File: src/design/ikt_pkg.sv
// shared types and codes for the idempotency key table
package ikt_pkg;

	// operation codes
	localparam logic [2:0] OP_BEGIN    = 3'd0;
	localparam logic [2:0] OP_COMPLETE = 3'd1;
	localparam logic [2:0] OP_FAIL     = 3'd2;
	localparam logic [2:0] OP_CONFLICT = 3'd3;
	localparam logic [2:0] OP_RESTORE  = 3'd4;
	localparam logic [2:0] OP_QUERY    = 3'd5;

	// verdict codes
	localparam logic [2:0] V_NEW      = 3'd0;
	localparam logic [2:0] V_INPROG   = 3'd1;
	localparam logic [2:0] V_DONE     = 3'd2;
	localparam logic [2:0] V_CONFLICT = 3'd3;
	localparam logic [2:0] V_FULL     = 3'd4;
	localparam logic [2:0] V_NONE     = 3'd5;

	// entry status codes
	localparam logic [1:0] S_INPROG   = 2'd0;
	localparam logic [1:0] S_DONE     = 2'd1;
	localparam logic [1:0] S_FAILED   = 2'd2;
	localparam logic [1:0] S_CONFLICT = 2'd3;

	// request transfer
	typedef struct packed {
		logic [2:0]  operation;
		logic [15:0] op_ident;
		logic [31:0] request_key;
		logic [63:0] payload_digest;
		logic [1:0]  restore_state;
	} ikt_req_t;

	// result transfer
	typedef struct packed {
		logic [2:0]  verdict;
		logic        found;
		logic [1:0]  entry_state;
		logic [63:0] stored_digest;
		logic        has_prior_result;
	} ikt_rsp_t;

	// search token handed from cell to cell
	typedef struct packed {
		logic        go;
		logic        hit_seen;
		logic        free_seen;
		logic [1:0]  status;
		logic [63:0] digest;
	} ikt_token_t;

	// write-back command broadcast to all cells
	typedef struct packed {
		logic        we;
		logic        create;
		logic [1:0]  status;
		logic [63:0] digest;
	} ikt_wr_t;

	// sequencer states
	typedef enum logic [1:0] {
		ST_IDLE,
		ST_LAUNCH,
		ST_SCAN,
		ST_WRITE
	} ikt_state_t;

endpackage

File: src/design/ikt_cell.sv
// one table slot: compares the passing search token and takes write-backs
module ikt_cell #(
	parameter int ID_BITS  = 16,
	parameter int KEY_BITS = 32
) (
	input  logic                clk,
	input  logic                arst_n,
	input  logic [ID_BITS-1:0]  op_ident,
	input  logic [KEY_BITS-1:0] request_key,
	input  ikt_pkg::ikt_token_t tok_in,
	input  ikt_pkg::ikt_wr_t    wr,
	output ikt_pkg::ikt_token_t tok_out
);

	logic                valid_q;
	logic                sel_hit_q;
	logic                sel_free_q;
	logic [ID_BITS-1:0]  id_q;
	logic [KEY_BITS-1:0] key_q;
	logic [63:0]         digest_q;
	logic [1:0]          status_q;
	ikt_pkg::ikt_token_t tok_q;
	ikt_pkg::ikt_token_t tok_d;
	logic                match;
	logic                wr_here;

	// key compare against the broadcast request
	assign match   = valid_q && (id_q == op_ident) && (key_q == request_key);
	assign wr_here = wr.we && (wr.create ? sel_free_q : sel_hit_q);

	// token update: first match and first free slot claim the token
	always_comb begin
		tok_d = tok_in;
		if (tok_in.go) begin
			if (match && !tok_in.hit_seen) begin
				tok_d.hit_seen = 1'b1;
				tok_d.status   = status_q;
				tok_d.digest   = digest_q;
			end
			if (!valid_q && !tok_in.free_seen) begin
				tok_d.free_seen = 1'b1;
			end
		end
	end

	// control state
	always_ff @(posedge clk or negedge arst_n) begin
		if (!arst_n) begin
			valid_q    <= 1'b0;
			sel_hit_q  <= 1'b0;
			sel_free_q <= 1'b0;
			tok_q      <= '0;
		end else begin
			tok_q <= tok_d;
			if (tok_in.go) begin
				sel_hit_q  <= match && !tok_in.hit_seen;
				sel_free_q <= !valid_q && !tok_in.free_seen;
			end
			if (wr_here) begin
				valid_q <= 1'b1;
			end
		end
	end

	// slot contents
	always_ff @(posedge clk) begin
		if (wr_here) begin
			id_q     <= op_ident;
			key_q    <= request_key;
			digest_q <= wr.digest;
			status_q <= wr.status;
		end
	end

	assign tok_out = tok_q;

endmodule

File: config.mk
export PLATFORM = sky130hd
export DESIGN_NAME = ikt_cell
export DESIGN_NICKNAME = d
export VERILOG_FILES = /design/src/design/ikt_pkg.sv /design/src/design/ikt_cell.sv
export SDC_FILE = /design/constraint.sdc
export NUM_CORES = 1
export LEC_CHECK = 0
export ABC_AREA = 0
export BUFFER_PORTS_ARGS = -buffer_cell sky130_fd_sc_hd__buf_2
export CAP_MARGIN = 20
export CORE_ASPECT_RATIO = 1.5
export CORE_MARGIN = 8
export CORE_UTILIZATION = 53
export CTS_CLUSTER_SIZE = 28
export DETAILED_ROUTE_END_ITERATION = 16
export PLACE_DENSITY_LB_ADDON = 0.05
export SLEW_MARGIN = 20
export SYNTH_ARGS = -nofsm -noshare
export SYNTH_HDL_FRONTEND = slang
export SYNTH_SLANG_ARGS = --single-unit
File: constraint.sdc
create_clock -name clk -period 10.27 [get_ports clk]
set_clock_uncertainty 0.1 [all_clocks]
set_input_delay 1.027 -clock clk [delete_from_list [all_inputs] [get_ports clk]]
set_output_delay 1.027 -clock clk [all_outputs]
set_load 0.005 [all_outputs]
Word-level counts from Yosys, hierarchy flattened:

Index checks and enable logic that the tools add are counted.

* bits of input ports: 187
* output and inout port bits: 69
* bits in registers: 186

* reductions and logical operators: 8
* muxes and demuxes: 5
* eq/ne operators: 2

Operator list (count)
* $mux 68: 1
* $mux 66: 1
* $eq 32x32->1: 1
* $eq 16x16->1: 1
* $logic_and 1x1->1: 5
* $logic_not 1->1: 3
* $mux 1: 3

Depth between registers and ports, before layout:

Gate-level depths: netlist (run 1).

* depth in word-level cells: 6
* depth in mapped cells: 7
* gate-level depth less buffers: 5

Worst setup path after synthesis (run 1):

Ideal clock, no wire load.

* kind: input-to-reg
* from: in wr[66] in the netlist's numbering
* to: reg valid_q
* path slack: 3.320 ns
* stages on the path: 3
* buffers on the path: 0
* library setup time: 0.097 ns
* data arrival time: 6.753 ns
* path through: mux2i_1 -> nor2b_1 -> or2_2

* word-level cells in the longest chain between the ends: 2

RTL lines
* start: declaration: RTL line ikt_cell.sv:11 `input ikt_pkg::ikt_wr_t wr,`
* $mux 1: RTL line ikt_cell.sv:29 `assign wr_here = wr.we && (wr.create ? sel_free_q : sel_hit_q);`
* $logic_and 1x1->1: RTL line ikt_cell.sv:29
* net wr_here: RTL line ikt_cell.sv:25 `logic wr_here;`
* end signal: assignment: RTL line ikt_cell.sv:49 `valid_q <= 1'b0;`
* end signal: assignment: RTL line ikt_cell.sv:60 `valid_q <= 1'b1;`
* end: declaration: RTL line ikt_cell.sv:15 `logic valid_q;`

The timed path passes the listed nets, and every way through them passes these cells.
A chain may end at the register's enable or synchronous reset.

==> results.py, run 1 <==
metrics = {
    "run_status": {
        "outcome": "completed",
    },
    "final_layout": {
        "final_nets": 804,
        "area_growth_pct": 30.11,
        "drive_gt1_share_pct": 56.67,
        "fillCellCount": 897,
        "regArea_mm2": 0.005225,
        "multi_input_area_mm2": 0.001494,
    },
    "floorplanning": {
        "initial_utilization_pct": 54.21,
        "num_rows": 50,
        "die_x_um": 108.4,
        "fp.dieArea_mm2": 0.01675,
        "die_h_um": 154.6,
        "ios": 256,
        "core_area_mm2": 0.01251,
    },
    "routing": {
        "wire_per_inst_um": 20.17,
        "viasPerCell": 4.985,
        "drtAntennaViolNets": 0,
        "route.detailed.drc": 0,
        "drtPass1Iterations": 4,
        "drtIter0Drc": 117,
        "routed_wl_um": 15900,
        "vias": 3928,
    },
    "global_route": {
        "grt_pass1_vias": 4348,
        "grt_max_degree": 73,
        "grt.total_usage_pct": 19.03,
        "grt_pass1_wl_um": 23490,
        "antenna_found_initial": 5,
        "overflow": 0,
    },
    "logic_synthesis": {
        "synth.yosys.seq_area_share_pct": 77.03,
        "synth_top_area_cell": "edfxtp_1",
        "syn-instance-count": 347,
        "synth_flop_cell": "edfxtp_1",
        "synth_top_area_share_pct": 50.47,
        "synth_nets": 534,
        "synth_warnings": 0,
        "syn_avg_cell_area_um2": 19.55,
        "synth_top_cells_by_count": "114 x edfxtp_1, 72 x dfrtp_1, 39 x xnor2_1, 38 x mux2_2, 29 x mux2_4",
        "yosys_register_bits": 186,
        "synth_edf_count": 114,
        "synth_cell_types": 25,
        "synthesis.area_mm2": 0.006783,
        "async_flop_share_pct": 38.71,
        "synth.most_common_cell": "edfxtp_1",
        "ys_top_cells_by_area": "edfxtp_1 50%, dfrtp_1 27%, mux2_4 6.4%, mux2_2 6.3%, xnor2_1 5.0%",
    },
    "sta": {
        "slew_viol_final": 0,
        "finalHoldViolCount": 0,
        "fin_crit_ns": 3.197,
        "tightest_slew_ns": 1.039,
        "max_freq_mhz": 312.8,
        "slew_headroom_pct": 30.72,
        "whs_ns": 0.3754,
        "rsz0062_at_grt": "no",
        "fin_ws_ns": 7.073,
        "tns_ns": 0,
        "period_share_pct": 31.13,
        "setup_viol": 0,
    },
    "clocking": {
        "numCtsBuffers": 17,
        "cts_setup_buffers": 0,
        "cts-root-buf": "clkbuf_16",
        "cts_tree": "done",
        "htree_levels": 4,
        "worst_skew_pair.late_latency_ns": 0.41,
        "postCtsResizedCells": 0,
        "cts_hold_buf": 0,
        "clk_pin_slew_worst_paths_ns": 0.06,
        "cts_buffer_depth": 2,
        "clock-sinks": 186,
    },
    "placed_design": {
        "numPortBuffers": 255,
        "pre_cts_slack_ns": 6.629,
        "gp_congestion": 0.7605,
        "dp_hpwl_um": 12110,
    },
    "worst_setup_path": {
        "crit_arrival_ns": 3.39,
        "startpoint_type": "primary input",
        "end_kind": "register",
        "critPathMaxFanout": 67,
        "worst_ep_required_time_ns": 10.46,
        "path_class": "in -> reg",
    },
    "power_and_ir_drop": {
        "peakVddDrop_uv": 146.1,
        "leakage_nw": 3.807,
        "p_total_mw": 1.566,
        "powerDensity_mw_per_mm2": 177.5,
    },
    "job": {
        "cap_violations": 0,
    },
    "min_path": {
        "min_path_type": "reg -> reg",
    },
}
[cell type report]
class	instances	area share, %
clock buffer	22	5.756
multi-input combinational	149	16.93
sequential	186	59.21
tap	156	2.212
timing repair buffer	258	14.75
antenna	2	0.05671
inverter	5	0.2127
clock inverter	10	0.8791
[worst max-delay path, cell delays in order]
cell and delay [ns]:
buf_2 0.14, nand2_1 0.06, or4_1 0.56, nor4_1 0.50, nand4_1 0.15, buf_4 0.46, mux2_4 0.43
[layout by cell type, fill, tap and decap left out, drive strengths merged, types with 2 or more instances in the layout]
| cell | instances |
|---|---|
| edfxtp | 114 |
| buf | 258 |
| diode | 2 |
| xnor2 | 39 |
| clkbuf | 22 |
| clkinv | 6 |
| nand2b | 5 |
| nand4 | 11 |
| a2111o | 2 |
| dfrtp | 72 |
| mux2 | 67 |
| nor2b | 10 |
| nor4 | 4 |
| inv | 8 |
[power breakdown]
group          switching, mW  internal, mW  total [mW]  leakage (nW)
clock                  0.268         0.357       0.625         0.288
combinational         0.0475        0.0589       0.106          1.65
sequential           0.00840         0.827       0.835          1.87
[registers in the layout (all words and copies together), names as in the netlist]
| name | flops |
|---|---|
| tok_out | 69 |
| digest_q | 64 |
| key_q | 32 |
| id_q | 16 |
| status_q | 2 |
| sel_free_q | 1 |
| sel_hit_q | 1 |
| valid_q | 1 |
[per-layer routing]
layer	routed length, um	up-vias	GRT usage (%)
li1	-	1829	-
met1	5581	1918	19.40
met2	8704	157	34.33
met3	1371	18	7.529
met4	209	6	5.763
met5	31	-	0
[metrics by stage]
step	instance area [um2]	cells	util [%]
floorplan	6783	347	-
global placement	8234	754	65.81
detailed placement	8234	754	65.81
CTS	8820	786	70.49
global route	8825	788	70.53
finish	8825	788	70.53
[kinds of logic after synthesis]
logic type | count (synthesis) | share of synthesized area, %
mux | 68 | 12.88
buf+inv | 12 | 1.051
xor+xnor | 39 | 5.036
compound gates | 6 | 0.7748
flops | 186 | 77.03
simple gates | 36 | 3.228
[final timing paths]
kind | to | cells after the start | from | slack (ns)
setup / recovery | tok_out[59]$_DFF_PN0_ | 7 | tok_in[68] | 7.07
hold / removal | tok_out[20]$_DFF_PN0_ | 1 | digest_q[20]$_DFFE_PP_ | 0.38
setup reg to reg | tok_out[59]$_DFF_PN0_ | 6 | key_q[25]$_DFFE_PP_ | 7.39
hold reg to reg | tok_out[20]$_DFF_PN0_ | 1 | digest_q[20]$_DFFE_PP_ | 0.38
max in group asynchronous | tok_out[39]$_DFF_PN0_ | 1 | arst_n | 8.81
min in group asynchronous | tok_out[68]$_DFF_PN0_ | 1 | arst_n | 0.64
Power figures use the tool's default switching activity.
==> run 2: changes to the inputs <==
- CORE_UTILIZATION: 53 -> 49
- clock period: 10.27 -> 3.2 ns (I/O delays scaled with it)
==> run 2 against run 1 <==
Worst hold slack worse by 0.35 ns. Via count is 11% higher. Die area is 7.1% higher. Wire length is 10% higher. Critical path depth is 1 higher. Critical path type unchanged. Largest cell class unchanged.
==> results.py, run 2 (same netlist as run 1, synthesis figures left out) <==
metrics = {
    "run_status": {
        "outcome": "completed",
    },
    "sta": {
        "max_freq_mhz": 341.7,
        "fin_crit_ns": 2.927,
        "tightest_slew_ns": 0.9888,
        "slew_viol_final": 0,
        "period_share_pct": 91.47,
        "setup_viol": 0,
        "rsz0062_at_grt": "no",
        "fin_ws_ns": 0.2731,
        "tns_ns": 0,
        "slew_headroom_pct": 34.08,
        "finalHoldViolCount": 0,
    },
    "placed_design": {
        "numPortBuffers": 255,
        "dp_hpwl_um": 11720,
        "pre_cts_slack_ns": 0.3763,
        "gp_congestion": 0.7340,
        "place_area_mm2": 0.008254,
    },
    "routing": {
        "drtAntennaViolNets": 0,
        "wl_met2_um": 9355,
        "wl_met1_um": 6351,
        "wire_per_inst_um": 19.17,
        "drtPass1Iterations": 4,
        "highest_layer": "met5",
        "routed_wl_um": 17550,
        "drtIter0Drc": 160,
        "route.detailed.drc": 0,
        "wl_met3_um": 1324,
        "viasPerCell": 4.780,
        "vias": 4374,
    },
    "clocking": {
        "cts_setup_buffers": 0,
        "cts_hold_buf": 118,
        "clk_pin_slew_worst_paths_ns": 0.07,
        "cts_tree": "done",
        "cts-root-buf": "clkbuf_16",
        "cts_buffer_depth": 2,
        "worst_skew_pair.late_latency_ns": 0.42,
        "numCtsBuffers": 17,
        "postCtsResizedCells": 0,
        "clock-sinks": 186,
        "htree_levels": 4,
    },
    "worst_setup_path": {
        "crit_arrival_ns": 3.13,
        "end_kind": "register",
        "startpoint_type": "primary input",
        "critPathBufInv": 3,
        "worst_ep_required_time_ns": 3.40,
        "ff2ff_setup_slack_ns": 0.55,
        "cpMaxStageDelayCell": "nor4_1",
        "path_delay_family": "simple AND/OR/NAND/NOR gates",
        "crit_chain": "dlygate4sd3_1 -> buf_2 -> nor2b_1 -> a2111o_1 -> nor4_1 -> nand4_1 -> buf_12 -> mux2_4",
        "critPathMaxFanout": 67,
        "crit_start": "request_key[5]",
        "path_class": "in -> reg",
        "rr_startpoint": "key_q[22]$_DFFE_PP_",
        "cpPeakStageDelay_ns": 0.65,
    },
    "power_and_ir_drop": {
        "peakVddDrop_uv": 332.6,
        "powerDensity_mw_per_mm2": 514.6,
        "leakage_nw": 4.307,
        "p_total_mw": 5.157,
    },
    "final_layout": {
        "final_nets": 922,
        "stdcell_area_mm2": 0.01002,
        "drive_gt1_share_pct": 47.99,
        "area_growth_pct": 47.76,
        "layout_commonest_cell": "buf_2",
        "largest_register_ffs": 69,
        "mostFrequentLayoutCells": "254 x buf_2, 118 x dlygate4sd3_1, 114 x edfxtp_1",
    },
    "job": {
        "cap_violations": 0,
    },
    "floorplanning": {
        "initial_utilization_pct": 50.12,
        "fp.dieArea_mm2": 0.01794,
        "num_rows": 52,
        "die_h_um": 160.1,
        "core_area_mm2": 0.01353,
        "ios": 256,
        "die_x_um": 112.1,
    },
    "global_route": {
        "overflow": 0,
        "grt_max_degree": 73,
        "grt.total_usage_pct": 19.90,
        "grt_pass1_vias": 5008,
        "grt_pass1_wl_um": 27190,
        "antenna_found_initial": 6,
    },
    "min_path": {
        "min_path_type": "in -> reg",
        "min_from": "tok_in[18]",
    },
}
==> run 2: area by class of cell <==
class	instances	area, um2
sequential	186	5225
fill	889	3511
timing repair buffer	376	2495
multi-input combinational	149	1494
clock buffer	18	450.4
tap	162	202.7
clock inverter	14	123.9
inverter	5	18.77
antenna	5	12.51
==> run 2: path summary, 6_finish.rpt <==
kind / cells after the start / to
worst max register to register: 6 / tok_out[58]$_DFF_PN0_
worst min register to register: 1 / tok_out[16]$_DFF_PN0_
min in group asynchronous: 2 / tok_out[28]$_DFF_PN0_
max in group asynchronous: 2 / tok_out[49]$_DFF_PN0_
worst min-delay path: 2 / tok_out[18]$_DFF_PN0_
worst max-delay path: 8 / tok_out[58]$_DFF_PN0_
==> run 2: layer usage <==
metal  up-vias  track usage (%)
li1       2065                -
met1      2098            20.18
met2       182            35.55
met3        27            7.173
met4         2            9.365
met5         -                0
==> run 2: power breakdown <==
group	switching [mW]	internal, mW
Sequential	0.0283	2.65
Clock	0.940	1.07
Combinational	0.180	0.283
Total	1.15	4.01
==> run 2: metrics by stage <==
step	hold slack, ns	std cells	util [%]
2_1_floorplan	-0.07559	347	-
3_3_place_gp	0.3565	760	60.99
3_5_place_dp	0.3635	760	60.99
4_1_cts	0.005681	910	73.96
5_1_grt	0.006895	915	74.06
6_report	0.02881	915	74.06
==> run 2: worst reg2reg max path, cell delays in order (launching register included) <==
cell,delay (ns)
edfxtp_1,0.34
inv_1,0.06
a2111o_1,0.40
nor4_1,0.65
nand4_1,0.28
buf_12,0.31
mux2_4,0.40
==> run 3: changes to the inputs <==
--- a/config.mk
+++ b/config.mk
@@ -7,3 +7,3 @@
 export LEC_CHECK = 0
-export ABC_AREA = 0
+export ABC_AREA = 1
 export BUFFER_PORTS_ARGS = -buffer_cell sky130_fd_sc_hd__buf_2
@@ -12,3 +12,3 @@
 export CORE_MARGIN = 8
-export CORE_UTILIZATION = 49
+export CORE_UTILIZATION = 50
 export CTS_CLUSTER_SIZE = 28
==> constraint.sdc (replaced) <==
create_clock -name clk -period 3.2 [get_ports clk]
set_clock_uncertainty 0.1 [all_clocks]
set_input_delay 0.16 -clock clk [delete_from_list [all_inputs] [get_ports clk]]
set_output_delay 0.16 -clock clk [all_outputs]
set_load 0.005 [all_outputs]
==> run 3 against run 2 <==
Global-route usage up 4.0 points. Die area up 3.7%. Area after synthesis up 6.3%. Fmax up 28%. Via count up 43%. Critical path depth up 4.
==> results.py, run 3 <==
metrics = {
    "worst_setup_path": {
        "startpoint_type": "primary input",
        "critPathMaxFanout": 67,
        "crit_chain": "dlygate4sd3_1 -> buf_2 -> nand2_1 -> o21ai_0 -> nor2_1 -> nand2_1 -> nor2_1 -> nand2_1 -> nor2_4 -> buf_4 -> nand4_1 -> nand2_1",
        "crit_top_cell": "nand2_1",
        "end_kind": "register",
        "path_class": "in -> reg",
        "cpPeakStageDelay_ns": 0.54,
        "worst_ep_required_time_ns": 3.45,
        "path_delay_family": "buffers and inverters",
        "critPathBufInv": 3,
        "crit_arrival_ns": 2.53,
        "cpMaxStageDelayCell": "dlygate4sd3_1",
    },
    "sta": {
        "period_share_pct": 71.28,
        "tns_ns": 0,
        "rsz0062_at_grt": "no",
        "finalHoldViolCount": 0,
        "max_freq_mhz": 438.4,
        "slew_headroom_pct": 37.91,
        "tightest_slew_ns": 0.9314,
        "slew_viol_final": 0,
        "setup_viol": 0,
        "fin_crit_ns": 2.281,
    },
    "clocking": {
        "cts-root-buf": "clkbuf_16",
        "worst_skew_pair.late_latency_ns": 0.42,
        "htree_levels": 4,
        "numCtsBuffers": 17,
        "cts_tree": "done",
        "clk_pin_slew_worst_paths_ns": 0.07,
        "postCtsResizedCells": 0,
        "clock-sinks": 186,
        "cts_buffer_depth": 2,
    },
    "logic_synthesis": {
        "synth_top_cells_by_count": "228 x nand2_1, 114 x edfxtp_1, 72 x dfrtp_1, 66 x nand4_1, 57 x inv_1",
        "synthesis.area_mm2": 0.007212,
        "synth.most_common_cell": "nand2_1",
        "synth_compound_area_share_pct": 1.579,
        "synth_top_area_cell": "edfxtp_1",
        "synth.yosys.seq_area_share_pct": 72.45,
        "synth_xor_area_share_pct": 1.093,
        "yosys.area_share.simple_pct": 19.57,
        "synth_cell_types": 22,
        "syn_avg_cell_area_um2": 11.34,
        "yosys.area_share.adder_pct": 0,
        "syn-instance-count": 636,
        "synth_top_area_share_pct": 47.47,
        "muxShareOfSynthArea_pct": 0,
        "synth_warnings": 0,
        "yosys_register_bits": 186,
        "async_flop_share_pct": 38.71,
        "synth_nets": 823,
        "synth_top_family_by_area": "simple AND/OR/NAND/NOR gates",
        "synth_edf_count": 114,
        "synth_flop_cell": "edfxtp_1",
        "ys_top_cells_by_area": "edfxtp_1 47%, dfrtp_1 25%, nand2_1 12%, nand4_1 5.7%, inv_1 3.0%",
    },
    "power_and_ir_drop": {
        "leakage_nw": 5.201,
        "peakVddDrop_uv": 341.3,
        "p_total_mw": 5.377,
        "powerDensity_mw_per_mm2": 483.2,
    },
    "floorplanning": {
        "initial_utilization_pct": 50.35,
        "core_area_mm2": 0.01432,
        "ios": 256,
        "num_rows": 54,
        "fp.dieArea_mm2": 0.01860,
        "die_h_um": 163.1,
        "die_x_um": 114.1,
    },
    "global_route": {
        "top_usage_layer": "met2",
        "antenna_found_initial": 2,
        "grt_pass1_wl_um": 34320,
        "met2_usage_pct": 42.46,
        "grt.total_usage_pct": 23.88,
        "grt_pass1_vias": 6778,
        "grtUsageMet1_pct": 25.59,
        "grt_max_degree": 73,
        "overflow": 0,
        "use_met3_pct": 5.885,
    },
    "routing": {
        "vias": 6250,
        "drtIter0Drc": 350,
        "drtPass1Iterations": 5,
        "viasPerCell": 4.856,
        "routed_wl_um": 21720,
        "route.detailed.drc": 0,
        "drtAntennaViolNets": 0,
        "wire_per_inst_um": 16.88,
    },
    "final_layout": {
        "drive_gt1_share_pct": 27.90,
        "largest_register_ffs": 69,
        "final_nets": 1260,
        "area_growth_pct": 54.30,
        "mostFrequentLayoutCells": "254 x buf_2, 228 x nand2_1, 183 x dlygate4sd3_1",
        "layout_commonest_cell": "buf_2",
    },
    "placed_design": {
        "numPortBuffers": 255,
        "dp_hpwl_um": 13320,
        "gp_congestion": 0.8132,
    },
    "min_path": {
        "min_path_type": "in -> reg",
    },
    "job": {
        "cap_violations": 0,
    },
    "run_status": {
        "outcome": "completed",
    },
}
run 3: cell count changes in the layout (fill, tap and decap cells not counted), sizes merged, moves of 17 or more:
cell	delta
dlygate4sd3	+65
inv	+54
mux2	-67
nand2	+227
nand4	+55
nor2	+30
o21ai	+17
xnor2	-31
run 3: kinds of logic (layout without fill, tap and decap cells):
| kind of cell | after synthesis | count (layout) |
|---|---|---|
| xor gates and xnor gates | 9 | 9 |
| other | 0 | 5 |
| AOI/OAI and AO/OA | 22 | 22 |
| buffers and inverters | 90 | 540 |
| and+or+nand+nor | 329 | 329 |
| DFF | 186 | 186 |
run 3: final timing paths:
path | cells after the start | slack [ns] | from | to
max | 12 | 0.92 | request_key[25] | tok_out[0]$_DFF_PN0_
min | 4 | 0.15 | tok_in[67] | tok_out[14]$_DFF_PN0_
max reg2reg | 10 | 0.97 | key_q[3]$_DFFE_PP_ | tok_out[0]$_DFF_PN0_
min reg2reg | 2 | 0.40 | digest_q[6]$_DFFE_PP_ | tok_out[6]$_DFF_PN0_
max in group asynchronous | 2 | 2.05 | arst_n | tok_out[19]$_DFF_PN0_
min in group asynchronous | 2 | 0.32 | arst_n | tok_out[49]$_DFF_PN0_
run 3: power breakdown:
group	switching (mW)	total, mW	internal, mW	leakage (nW)
sequential	0.0281	2.68	2.65	1.89
clock	0.894	2.15	1.26	0.300
combinational	0.240	0.544	0.304	3.01
run 3: what timing repair did:
item,CTS,global route
hold endpoints to repair,256,0
hold buffers,183,0
endpoints found under the setup margin,0,0
buffers inserted,0,0
run 3: area by class of cell:
type	instances	area, um2
Inverter	62	232.7
Antenna cell	5	12.51
Clock inverter	10	126.4
Clock buffer	22	485.5
Sequential cell	186	5225
Multi-Input combinational cell	360	1630
Fill cell	931	3196
Timing Repair Buffer	446	3171
Tap cell	196	245.2
run 3: metal layers:
layer | part of all wire (%) | routed length [um]
met1 | 36 | 7896
met3 | 6.4 | 1397
met5 | 0 | 0
met2 | 53 | 11570
met4 | 4.0 | 858
run 3: worst reg2reg max path: stages (launching register included):
cell      delay [ns]
edfxtp_1        0.36
inv_1           0.08
o21ai_0         0.13
nor2_1          0.14
nand2_1         0.08
nor2_1          0.11
nand2_1         0.10
nor2_4          0.10
buf_4           0.54
nand4_1         0.30
nand2_1         0.13
run 3: stage by stage:
stage                     setup WS (ns)  utilization (%)  cell area [um2]  hold slack (ns)  instances
after floorplan                  0.3178                -             7223          -0.2356        636
after global placement           0.9729            60.54             8672           0.2381       1067
after detailed placement         0.9839            60.54             8672           0.2389       1067
after CTS                        0.9466            77.60            11120           0.1313       1282
after global routing             0.7487            77.64            11120           0.1694       1284
final                            0.9192            77.69            11130           0.1548       1287
